===== src/sv/vfld_pkg.sv =====
// Shared types and constants for the vertex format layout decoder.
`timescale 1ns / 1ps

package vfld_pkg;

  localparam int MaxTexSetsDefault = 8;
  localparam int QueueDepth        = 2;

  // Semantic codes
  localparam logic [2:0] SEM_POSITION = 3'd0;
  localparam logic [2:0] SEM_NORMAL   = 3'd1;
  localparam logic [2:0] SEM_PSIZE    = 3'd2;
  localparam logic [2:0] SEM_COLOR    = 3'd3;
  localparam logic [2:0] SEM_TEXCOORD = 3'd4;

  // Element format codes
  localparam logic [2:0] FMT_FLOAT1 = 3'd0;
  localparam logic [2:0] FMT_FLOAT2 = 3'd1;
  localparam logic [2:0] FMT_FLOAT3 = 3'd2;
  localparam logic [2:0] FMT_FLOAT4 = 3'd3;
  localparam logic [2:0] FMT_BGRA   = 3'd4;

  // Color indexes
  localparam logic [2:0] IDX_DIFFUSE  = 3'd0;
  localparam logic [2:0] IDX_SPECULAR = 3'd1;

  // Position kind codes on bits 3..1 (bit 14 must be clear)
  localparam logic [2:0] POS_KIND_XYZ    = 3'b001;
  localparam logic [2:0] POS_KIND_XYZRHW = 3'b010;

  // Classified format word, passed from front to back
  typedef struct packed {
    logic        ok;
    logic        rhw;
    logic        normal;
    logic        psize;
    logic        diffuse;
    logic        specular;
    logic [3:0]  sets;
    logic [15:0] size_codes;
  } vfld_item_t;

  // Size code to float-format code: 0 two, 1 three, 2 four, 3 one float
  function automatic logic [2:0] tex_fmt(input logic [1:0] code);
    logic [2:0] fmt;
    unique case (code)
      2'd0:    fmt = FMT_FLOAT2;
      2'd1:    fmt = FMT_FLOAT3;
      2'd2:    fmt = FMT_FLOAT4;
      default: fmt = FMT_FLOAT1;
    endcase
    return fmt;
  endfunction

endpackage


===== src/sv/vfld_front.sv =====
// Front end: accepts format words and classifies them into queue entries.
`timescale 1ns / 1ps

module vfld_front import vfld_pkg::*; #(
  parameter int MAX_TEX_SETS = MaxTexSetsDefault
) (
  input  logic        in_push,
  input  logic [31:0] in_format_word,
  input  logic        q_full,
  output logic        q_wr,
  output vfld_item_t  q_wr_data
);

  logic pos_xyz;
  logic pos_rhw;
  logic sets_ok;

  always_comb begin
    pos_xyz = !in_format_word[14] && (in_format_word[3:1] == POS_KIND_XYZ);
    pos_rhw = !in_format_word[14] && (in_format_word[3:1] == POS_KIND_XYZRHW);
    sets_ok = in_format_word[11:8] <= 4'(MAX_TEX_SETS);

    q_wr                 = in_push && !q_full;
    q_wr_data.ok         = (pos_xyz || pos_rhw) && sets_ok;
    q_wr_data.rhw        = pos_rhw;
    q_wr_data.normal     = in_format_word[4];
    q_wr_data.psize      = in_format_word[5];
    q_wr_data.diffuse    = in_format_word[6];
    q_wr_data.specular   = in_format_word[7];
    q_wr_data.sets       = in_format_word[11:8];
    q_wr_data.size_codes = in_format_word[31:16];
  end

endmodule


===== src/sv/vfld_fifo.sv =====
// Short queue of classified words between front and back.
`timescale 1ns / 1ps

module vfld_fifo import vfld_pkg::*; (
  input  logic       clk,
  input  logic       rst_n,
  input  logic       wr,
  input  vfld_item_t wr_data,
  input  logic       rd,
  output vfld_item_t rd_data,
  output logic       full,
  output logic       empty
);

  localparam int PtrW = (QueueDepth > 1) ? $clog2(QueueDepth) : 1;
  localparam int CntW = $clog2(QueueDepth + 1);

  vfld_item_t          mem [QueueDepth];
  logic [PtrW-1:0]     wr_ptr_r;
  logic [PtrW-1:0]     rd_ptr_r;
  logic [CntW-1:0]     count_r;

  assign full    = (count_r == CntW'(QueueDepth));
  assign empty   = (count_r == '0);
  assign rd_data = mem[rd_ptr_r];

  always_ff @(posedge clk) begin
    if (wr) begin
      mem[wr_ptr_r] <= wr_data;
    end
  end

  always_ff @(posedge clk) begin
    if (!rst_n) begin
      wr_ptr_r <= '0;
      rd_ptr_r <= '0;
      count_r  <= '0;
    end else begin
      if (wr) begin
        wr_ptr_r <= (wr_ptr_r == PtrW'(QueueDepth - 1)) ? '0 : wr_ptr_r + 1'b1;
      end
      if (rd) begin
        rd_ptr_r <= (rd_ptr_r == PtrW'(QueueDepth - 1)) ? '0 : rd_ptr_r + 1'b1;
      end
      if (wr && !rd) begin
        count_r <= count_r + 1'b1;
      end else if (rd && !wr) begin
        count_r <= count_r - 1'b1;
      end
    end
  end

endmodule


===== src/sv/vfld_back.sv =====
// Back end: walks one classified word and emits its descriptors in order.
`timescale 1ns / 1ps

module vfld_back import vfld_pkg::*; (
  input  logic       clk,
  input  logic       rst_n,
  input  vfld_item_t q_rd_data,
  input  logic       q_empty,
  output logic       q_rd,
  output logic       out_empty,
  input  logic       out_pop,
  output logic       out_ok,
  output logic [2:0] out_semantic,
  output logic [2:0] out_attr_index,
  output logic [2:0] out_element_format,
  output logic [7:0] out_byte_offset,
  output logic [3:0] out_element_number,
  output logic       out_last,
  output logic [7:0] out_stride
);

  typedef enum logic [2:0] {
    PH_POS, PH_NORM, PH_PSIZE, PH_DIFF, PH_SPEC, PH_TEX, PH_REJ, PH_IDLE
  } phase_t;

  phase_t     phase_r, phase_nxt;
  vfld_item_t item_r;
  logic [7:0] off_r;
  logic [3:0] num_r;
  logic [2:0] tex_r;
  logic       out_valid_r;

  logic [2:0] sem, idx, fmt;
  logic [4:0] size;
  logic       last_c;
  logic       word_pop;
  logic       emit;

  assign word_pop  = out_pop && out_valid_r;
  assign q_rd      = (phase_r == PH_IDLE) && !q_empty;
  assign emit      = (phase_r != PH_IDLE) && (!out_valid_r || word_pop);
  assign out_empty = !out_valid_r;

  always_comb begin
    sem  = '0;
    idx  = '0;
    fmt  = '0;
    size = '0;
    unique case (phase_r)
      PH_POS: begin
        sem  = SEM_POSITION;
        fmt  = item_r.rhw ? FMT_FLOAT4 : FMT_FLOAT3;
        size = item_r.rhw ? 5'd16 : 5'd12;
      end
      PH_NORM: begin
        sem  = SEM_NORMAL;
        fmt  = FMT_FLOAT3;
        size = 5'd12;
      end
      PH_PSIZE: begin
        sem  = SEM_PSIZE;
        fmt  = FMT_FLOAT1;
        size = 5'd4;
      end
      PH_DIFF: begin
        sem  = SEM_COLOR;
        idx  = IDX_DIFFUSE;
        fmt  = FMT_BGRA;
        size = 5'd4;
      end
      PH_SPEC: begin
        sem  = SEM_COLOR;
        idx  = IDX_SPECULAR;
        fmt  = FMT_BGRA;
        size = 5'd4;
      end
      PH_TEX: begin
        sem  = SEM_TEXCOORD;
        idx  = tex_r;
        fmt  = tex_fmt(item_r.size_codes[{tex_r, 1'b0} +: 2]);
        size = {fmt[1:0] + 2'd1, 2'b00} == 4'd0 ? 5'd16 : {1'b0, fmt[1:0] + 2'd1, 2'b00};
      end
      default: begin
      end
    endcase

    // Pick the next attribute that is present, in list order
    priority if (phase_r == PH_REJ || phase_r == PH_IDLE) begin
      phase_nxt = PH_IDLE;
    end else if (phase_r == PH_TEX && ({1'b0, tex_r} + 4'd1) < item_r.sets) begin
      phase_nxt = PH_TEX;
    end else if (phase_r < PH_NORM && item_r.normal) begin
      phase_nxt = PH_NORM;
    end else if (phase_r < PH_PSIZE && item_r.psize) begin
      phase_nxt = PH_PSIZE;
    end else if (phase_r < PH_DIFF && item_r.diffuse) begin
      phase_nxt = PH_DIFF;
    end else if (phase_r < PH_SPEC && item_r.specular) begin
      phase_nxt = PH_SPEC;
    end else if (phase_r < PH_TEX && item_r.sets != 4'd0) begin
      phase_nxt = PH_TEX;
    end else begin
      phase_nxt = PH_IDLE;
    end
    last_c = (phase_nxt == PH_IDLE);
  end

  always_ff @(posedge clk) begin
    if (!rst_n) begin
      phase_r     <= PH_IDLE;
      out_valid_r <= 1'b0;
    end else begin
      if (emit) begin
        out_valid_r <= 1'b1;
      end else if (word_pop) begin
        out_valid_r <= 1'b0;
      end
      if (q_rd) begin
        item_r  <= q_rd_data;
        phase_r <= q_rd_data.ok ? PH_POS : PH_REJ;
        off_r   <= '0;
        num_r   <= '0;
        tex_r   <= '0;
      end else if (emit) begin
        out_ok             <= (phase_r != PH_REJ);
        out_semantic       <= sem;
        out_attr_index     <= idx;
        out_element_format <= fmt;
        out_byte_offset    <= off_r;
        out_element_number <= num_r;
        out_last           <= last_c;
        out_stride         <= last_c ? off_r + {3'b000, size} : 8'd0;
        phase_r            <= phase_nxt;
        off_r              <= off_r + {3'b000, size};
        num_r              <= num_r + 4'd1;
        tex_r              <= (phase_r == PH_TEX) ? tex_r + 3'd1 : 3'd0;
      end
    end
  end

endmodule


===== src/sv/vertex_format_layout_decoder.sv =====
// Vertex format layout decoder: queue-style front, classification, descriptor sequencer.
// An accepted word waits in the two-entry queue until the idle sequencer loads it; then
// its first descriptor is registered. One descriptor per cycle while the receiver pops;
// a word with n descriptors (1 to 13) is done before the sequencer loads the next word.
// Reset: synchronous, active low; empties the queue and the result register.
`timescale 1ns / 1ps

module vertex_format_layout_decoder import vfld_pkg::*; #(
  parameter int MAX_TEX_SETS = MaxTexSetsDefault
) (
  input  logic        clk,
  input  logic        rst_n,
  input  logic        in_push,
  output logic        in_full,
  input  logic [31:0] in_format_word,
  output logic        out_empty,
  input  logic        out_pop,
  output logic        out_ok,
  output logic [2:0]  out_semantic,
  output logic [2:0]  out_attr_index,
  output logic [2:0]  out_element_format,
  output logic [7:0]  out_byte_offset,
  output logic [3:0]  out_element_number,
  output logic        out_last,
  output logic [7:0]  out_stride
);

  vfld_item_t q_wr_data;
  vfld_item_t q_rd_data;
  logic       q_wr;
  logic       q_rd;
  logic       q_empty;

  vfld_front #(
    .MAX_TEX_SETS(MAX_TEX_SETS)
  ) u_front (
    .in_push       (in_push),
    .in_format_word(in_format_word),
    .q_full        (in_full),
    .q_wr          (q_wr),
    .q_wr_data     (q_wr_data)
  );

  vfld_fifo u_fifo (
    .clk    (clk),
    .rst_n  (rst_n),
    .wr     (q_wr),
    .wr_data(q_wr_data),
    .rd     (q_rd),
    .rd_data(q_rd_data),
    .full   (in_full),
    .empty  (q_empty)
  );

  vfld_back u_back (
    .clk               (clk),
    .rst_n             (rst_n),
    .q_rd_data         (q_rd_data),
    .q_empty           (q_empty),
    .q_rd              (q_rd),
    .out_empty         (out_empty),
    .out_pop           (out_pop),
    .out_ok            (out_ok),
    .out_semantic      (out_semantic),
    .out_attr_index    (out_attr_index),
    .out_element_format(out_element_format),
    .out_byte_offset   (out_byte_offset),
    .out_element_number(out_element_number),
    .out_last          (out_last),
    .out_stride        (out_stride)
  );

  // A rejected word is a single terminal word with no stride
  a_reject_single: assert property (@(posedge clk) disable iff (!rst_n)
    (!out_empty && !out_ok) |-> (out_last && out_stride == 8'd0 &&
                                 out_element_number == 4'd0))
    else $error("rejected word not a lone terminal word");

  // Every accepted list opens with the position at offset zero
  a_first_is_position: assert property (@(posedge clk) disable iff (!rst_n)
    (!out_empty && out_ok && out_element_number == 4'd0) |->
      (out_semantic == SEM_POSITION && out_byte_offset == 8'd0))
    else $error("descriptor list does not open with position");

  // Stride shows up only on the final descriptor
  a_stride_on_last: assert property (@(posedge clk) disable iff (!rst_n)
    (!out_empty && !out_last) |-> (out_stride == 8'd0))
    else $error("stride on a non-final descriptor");

  // After a popped non-final descriptor the list continues from the same word
  a_list_continues: assert property (@(posedge clk) disable iff (!rst_n)
    (!out_empty && out_pop && !out_last) |=>
      (out_empty || out_element_number == $past(out_element_number) + 4'd1))
    else $error("descriptor numbering broke inside a word");

endmodule


===== config.mk =====
export PLATFORM = sky130hd
export DESIGN_NAME = vertex_format_layout_decoder
export DESIGN_NICKNAME = d
export VERILOG_FILES = /design/src/sv/vfld_pkg.sv /design/src/sv/vfld_front.sv /design/src/sv/vfld_fifo.sv /design/src/sv/vfld_back.sv /design/src/sv/vertex_format_layout_decoder.sv
export SDC_FILE = /design/constraint.sdc
export NUM_CORES = 1
export LEC_CHECK = 0
export ABC_CLOCK_PERIOD_IN_PS = 3200
export BUFFER_PORTS_ARGS = -buffer_cell sky130_fd_sc_hd__buf_2
export CAP_MARGIN = 10
export CORE_ASPECT_RATIO = 1.2
export CORE_UTILIZATION = 50
export DETAILED_ROUTE_END_ITERATION = 16
export PLACE_DENSITY_LB_ADDON = 0.05
export SLEW_MARGIN = 15
export SYNTH_ARGS = -nofsm -noshare
export SYNTH_HDL_FRONTEND = slang
export SYNTH_SLANG_ARGS = --single-unit

===== constraint.sdc =====
create_clock -name clk -period 3.2 [get_ports clk]
set_input_delay 0.64 -clock clk [delete_from_list [all_inputs] [get_ports clk]]
set_output_delay 0.64 -clock clk [all_outputs]
set_load 0.1 [all_outputs]

### Yosys cells after proc, flatten, opt, wreduce, memory -nomap -nowiden

Memory sizes are Yosys's and may differ from the RTL's. A register that Yosys moved wholly into a read port is not among the register bits.
Cells that the tools add are included.

* register bits: 79
* RAM bits: 52
* input port bits: 36
* output and inout bits: 33
* memories: 1

* add/sub/neg operators: 9
* $lt $le $gt $ge: 7
* equality and inequality tests: 15
* shift-type cells: 1
* mux-type cells: 33
* bitwise gates (word level): 1
* reductions and logical operators: 37

Memory list
* u_fifo.mem: words 2, width 26, read ports 1, clocked after Yosys merged registers in 1, wr ports 1, line vfld_fifo.sv:18 `vfld_item_t mem [QueueDepth];`

Operators with widths (number)
* $mux W3: 12
* $pmux W3 S4: 2
* $pmux W5 S4: 1
* $shiftx A16 B5 Y2: 1
* $eq A3 B3 Y1 const B: 5
* $logic_and A1 B1 Y1: 15
* $mux W5: 2
* $eq A3 B2 Y1 const B: 3
* $mux W1: 9
* $add A8 B5 Y8: 1
* $mux W8: 1
* $eq A3 B1 Y1 const B: 2
* $logic_not A1 Y1: 6
* $logic_not A2 Y1: 3
* $lt A3 B2 Y1 const B: 2
* $lt A3 B3 Y1 const B: 2
* $mux W2: 3
* $ne A3 B3 Y1 const B: 2
* $pmux W2 S3: 1
* $pmux W3 S2: 1
* $reduce_bool A2 Y1: 3
* $add A2 B1 Y2 const B: 2
* $add A3 B1 Y4 const B: 1
* $add A4 B1 Y4 const B: 1
* 17 further kinds: 22

### Longest topological paths before layout

* depth in word-level cells: 11
* gate-level depth with buffers: 12

### Modules after synthesis

From an unflattened synthesis, not the netlist that was laid out.

* cells, all modules: 334
* area total of the unflattened synthesis: 5317.6 um^2

Modules (own cells, without submodules)
* vfld_back: times used 1, cells an instance 201, area an instance 2991.6 um^2
* vfld_fifo: times used 1, cells an instance 103, area an instance 2093.3 um^2
* vfld_front: times used 1, cells an instance 30, area an instance 232.7 um^2

### Least setup slack after synthesis

No wires, ideal clock.

* path type: reg-to-reg
* start: register u_back.tex_r[0]
* end: register u_back.out_stride[6], data pin
* setup time: 0.284 ns
* arrival: 3.000 ns
* path slack: -0.085 ns
* cell stages (with the launch flop): 13
* clock period less this slack: 3.285 ns
* cell sequence: edfxtp_1 > buf_6 > mux4_1 > mux2_2 > ha_1 > or3_2 > mux2i_1 > nor2_1 > fa_1 > nor2b_1 > o21ai_0 > xor2_1 > nor3_1

* longest elaborated chain between the ends: 9
* elaborated cells on any way between the ends: 17
* those cells by class: add/sub (3); order compare (1); eq/ne (3); shift (1); mux (6); reduce/logical (3)

RTL lines
* start: declaration: line vfld_back.sv:30 `logic [2:0] tex_r;`
* start signal: assignment: line vfld_back.sv:136 `tex_r <= (phase_r == PH_TEX) ? tex_r + 3'd1 : 3'd0;`
* $shiftx A16 B5 Y2: line vfld_back.sv:80 `fmt = tex_fmt(item_r.size_codes[{tex_r, 1'b0} +: 2]);`
* $eq A2 B2 Y1, or another cell as far along: line vfld_pkg.sv:46 `unique case (code)`
* $pmux W2 S3: line vfld_pkg.sv:46
* $mux W3: line vfld_back.sv:49 `unique case (phase_r)`
* $add A2 B1 Y2: line vfld_back.sv:81 `size = {fmt[1:0] + 2'd1, 2'b00} == 4'd0 ? 5'd16 : {1'b0, fmt[1:0] + 2'd1, 2'b00};`
* $logic_not A2 Y1: line vfld_back.sv:81
* $mux W5: line vfld_back.sv:81
* $pmux W5 S4: line vfld_back.sv:49
* $add A8 B5 Y8: line vfld_back.sv:132 `out_stride <= last_c ? off_r + {3'b000, size} : 8'd0;`
* end signal: assignment: line vfld_back.sv:132
* end: declaration: line vfld_back.sv:19 `output logic [7:0] out_stride`

Parallel ways exist; a longest one is shown, timed or not. The select of a mux whose other input is x is not followed.
A chain may end at the register's enable or synchronous reset.

### Final worst setup path

* start: register u_back.tex_r[0]
* end: register u_back.out_stride[7], data pin

Same word-level chain as after synthesis.

==> reports/metrics.cfg <==
[die]
initial_utilization = 0.514
dieArea_um2 = 10600
num_io_pins = 69
dieHeight_um = 113
fp.coreArea_um2 = 9960
die_w_um = 94.4
fp-row-count = 40

[synth]
synth_xor_area_frac = 0.0205
synth_edf_count = 117
ys.flop_type = edfxtp_1
yosysUniqueCellTypes = 54
synth_area_um2 = 5120
ys_seq_area_frac = 0.722
syn_avg_cell_area_um2 = 16.3
synthSimpleGateAreaFrac = 0.0714
async_flop_share = 0
synth_top_family_by_area = multiplexers
synthAdderAreaFrac = 0.0284
yosysWarningCount = 0
muxShareOfSynthArea = 0.0846
synth_compound_area_frac = 0.0469
synth_cells = 314
synth-seq-cells = 126

[setup_path]
r2r_end = u_back.out_stride[7]
cp-startpoint = u_back.tex_r[0]
critical_path.max_fanout = 5
cp-end-kind = flip-flop
worstSetupEndpoint = u_back.out_stride[7]
crit_required_ns = 3.34
critPathKind = flip-flop to flip-flop
worstReg2RegStart = u_back.tex_r[0]
arrival_ns = 3.52
cp-start-kind = flip-flop
reg2reg_depth = 11
reg2reg_slack_ns = -0.19

[timing]
slew_violations = 0
fin_skew_ns = 0.00726
setup_violations = 6
holdWs_ns = 0.414
slew_headroom = 0.526
fin_crit_ns = 3.39
setup_ws_ns = -0.186
rsz0062_at_grt = yes
hold_violations = 0
tightest_slew_ns = 0.710
timing.final.crit_share = 1.06
max_freq_mhz = 295

[global_route]
track_usage = 0.169
grt_max_degree = 28
grt_pass1_wl_mm = 12.9
antenna_found_initial = 0
grt_pass1_vias = 2766
overflow = 0

[clock_tree]
clk_pin_slew_ns = 0.06
clk_latency_ns = 0.41
clkSinkCount = 126
cts_tree = yes
cts_buffers = 17
htree_levels = 4
clockBufferDepth = 2
postCtsHoldBufs = 0
cts_root_buf = clkbuf_16

[routing]
viasPerCell = 5.16
drtPass1Iterations = 4
route.vias.total = 2760
drtIter0Drc = 142
wl_mm = 7.98
antenna_left = 0
drc_errors = 0
routedWlPerCell_um = 14.9

[final_layout]
diodes = 0
drive_above_1_share = 0.372
area_growth_pct = 21.4
fill_cells = 753
fin_nets = 444

[flow_run]
maxCapViolCount = 0

[place]
globalplace.congestion = 0.835
portBuffers = 60
dp_slack_ns = -0.187
hpwl_mm = 5.06

[hold_path]
hp-class = primary input to flip-flop

[status]
status = finished with violations
failed_checks = negative setup slack

area by class of cell:
type | count | area, µm² | area share
clock buffer | 17 | 425 | 0.0685
clock inverter | 14 | 124 | 0.0199
inverter | 14 | 52.6 | 0.00846
multi-input combinational | 164 | 1350 | 0.217
sequential | 126 | 3690 | 0.594
tap | 126 | 158 | 0.0254
timing repair buffer | 74 | 409 | 0.0658
logic make-up (layout without fill, tap and decap cells):
group           count (synthesis)  after routing
compound gates                 36             36
xor+xnor                       12             12
fa+ha+maj                      11             11
buf+inv                        27            119
flops                         126            126
mux                            33             33
other cells                     1              4
simple gates                   68             68
through the flow:
step                TNS, ns  instance area [µm²]   util  cells
floorplan                 0                 5140      -    317
detailed placement   -0.919                 5610  0.563    502
global placement     -0.753                 5610  0.563    502
CTS                  -0.729                 6180  0.621    534
finish               -0.763                 6210  0.624    535
global route          -2.05                 6210  0.624    535
placed cells by master, fill, tap and decap left out, types with 7 or more instances in the layout:
| master | count |
|---|---|
| edfxtp_1 | 117 |
| buf_2 | 60 |
| mux2_2 | 25 |
| nor2_1 | 17 |
| clkbuf_16 | 17 |
| inv_1 | 14 |
| buf_4 | 13 |
| and2_1 | 12 |
| ha_1 | 9 |
| dfxtp_1 | 9 |
| nand3_1 | 8 |
| a21oi_1 | 8 |
| o21ai_0 | 7 |
| clkinvlp_4 | 7 |
layer usage:
layer | vias to the layer above | part of all wire | track usage
met5 | - | 0 | 0
met4 | 0 | 0.026 | 0.0944
li1 | 1353 | - | -
met2 | 81 | 0.50 | 0.271
met1 | 1305 | 0.43 | 0.189
met3 | 21 | 0.044 | 0.0685
cells in the mapped netlist (7+ instances only):
master | instances | area, µm²
xor2_1 | 7 | 61.3
o21ai_0 | 8 | 40.0
inv_1 | 14 | 52.6
a21oi_1 | 9 | 45.0
nand3_1 | 8 | 40.0
nor2_1 | 19 | 71.3
nor3_1 | 7 | 35.0
and2_1 | 12 | 75.1
ha_1 | 10 | 125
edfxtp_1 | 117 | 3510
dfxtp_1 | 9 | 180
mux2_2 | 26 | 293
how the worst min path moves through the flow:
stage                                  start                        end  slack, ns  cells after the start
after detailed placement     u_back.off_r[2]  u_back.out_byte_offset[2]       0.46                      0
after floorplan              u_back.off_r[2]  u_back.out_byte_offset[2]       0.43                      0
after CTS                 in_format_word[22]           u_fifo.mem[0][6]       0.40                      1
final                     in_format_word[22]           u_fifo.mem[0][6]       0.41                      1
after global placement       u_back.off_r[2]  u_back.out_byte_offset[2]       0.46                      0
after global routing      in_format_word[22]           u_fifo.mem[0][6]       0.40                      1
registers in the layout, summed over array words and instances, names as in the netlist, 3 cells and up, named ones only:
| name | flops |
|---|---|
| u_back.phase_r | 3 |
| u_fifo.mem | 52 |
| u_back.out_element_format | 3 |
| u_back.out_semantic | 3 |
| u_back.out_element_number | 4 |
| u_back.item_r | 25 |
| u_back.num_r | 4 |
| u_back.tex_r | 3 |
| u_back.out_attr_index | 3 |
| u_back.out_stride | 6 |
| u_back.out_byte_offset | 6 |
| u_back.off_r | 6 |
critical path: stages (launching register included):
cell and delay, ns:
edfxtp_1 0.52, mux4_2 0.54, mux2_4 0.30, ha_4 0.22, or3_4 0.32, mux2i_2 0.16
or2_1 0.12, ha_1 0.22, a21o_1 0.19, a32oi_2 0.19, xor2_1 0.25, nor3_2 0.05
timing repair:
item	CTS	global route
resized for setup	4	5
cloned	0	0
pin swaps	10	13
buffers inserted	1	1
setup endpoints to repair	6	9
Power is left out: the tool's default activity adds up to more than one toggle a clock period on the data nets, which glitch-free logic cannot reach.
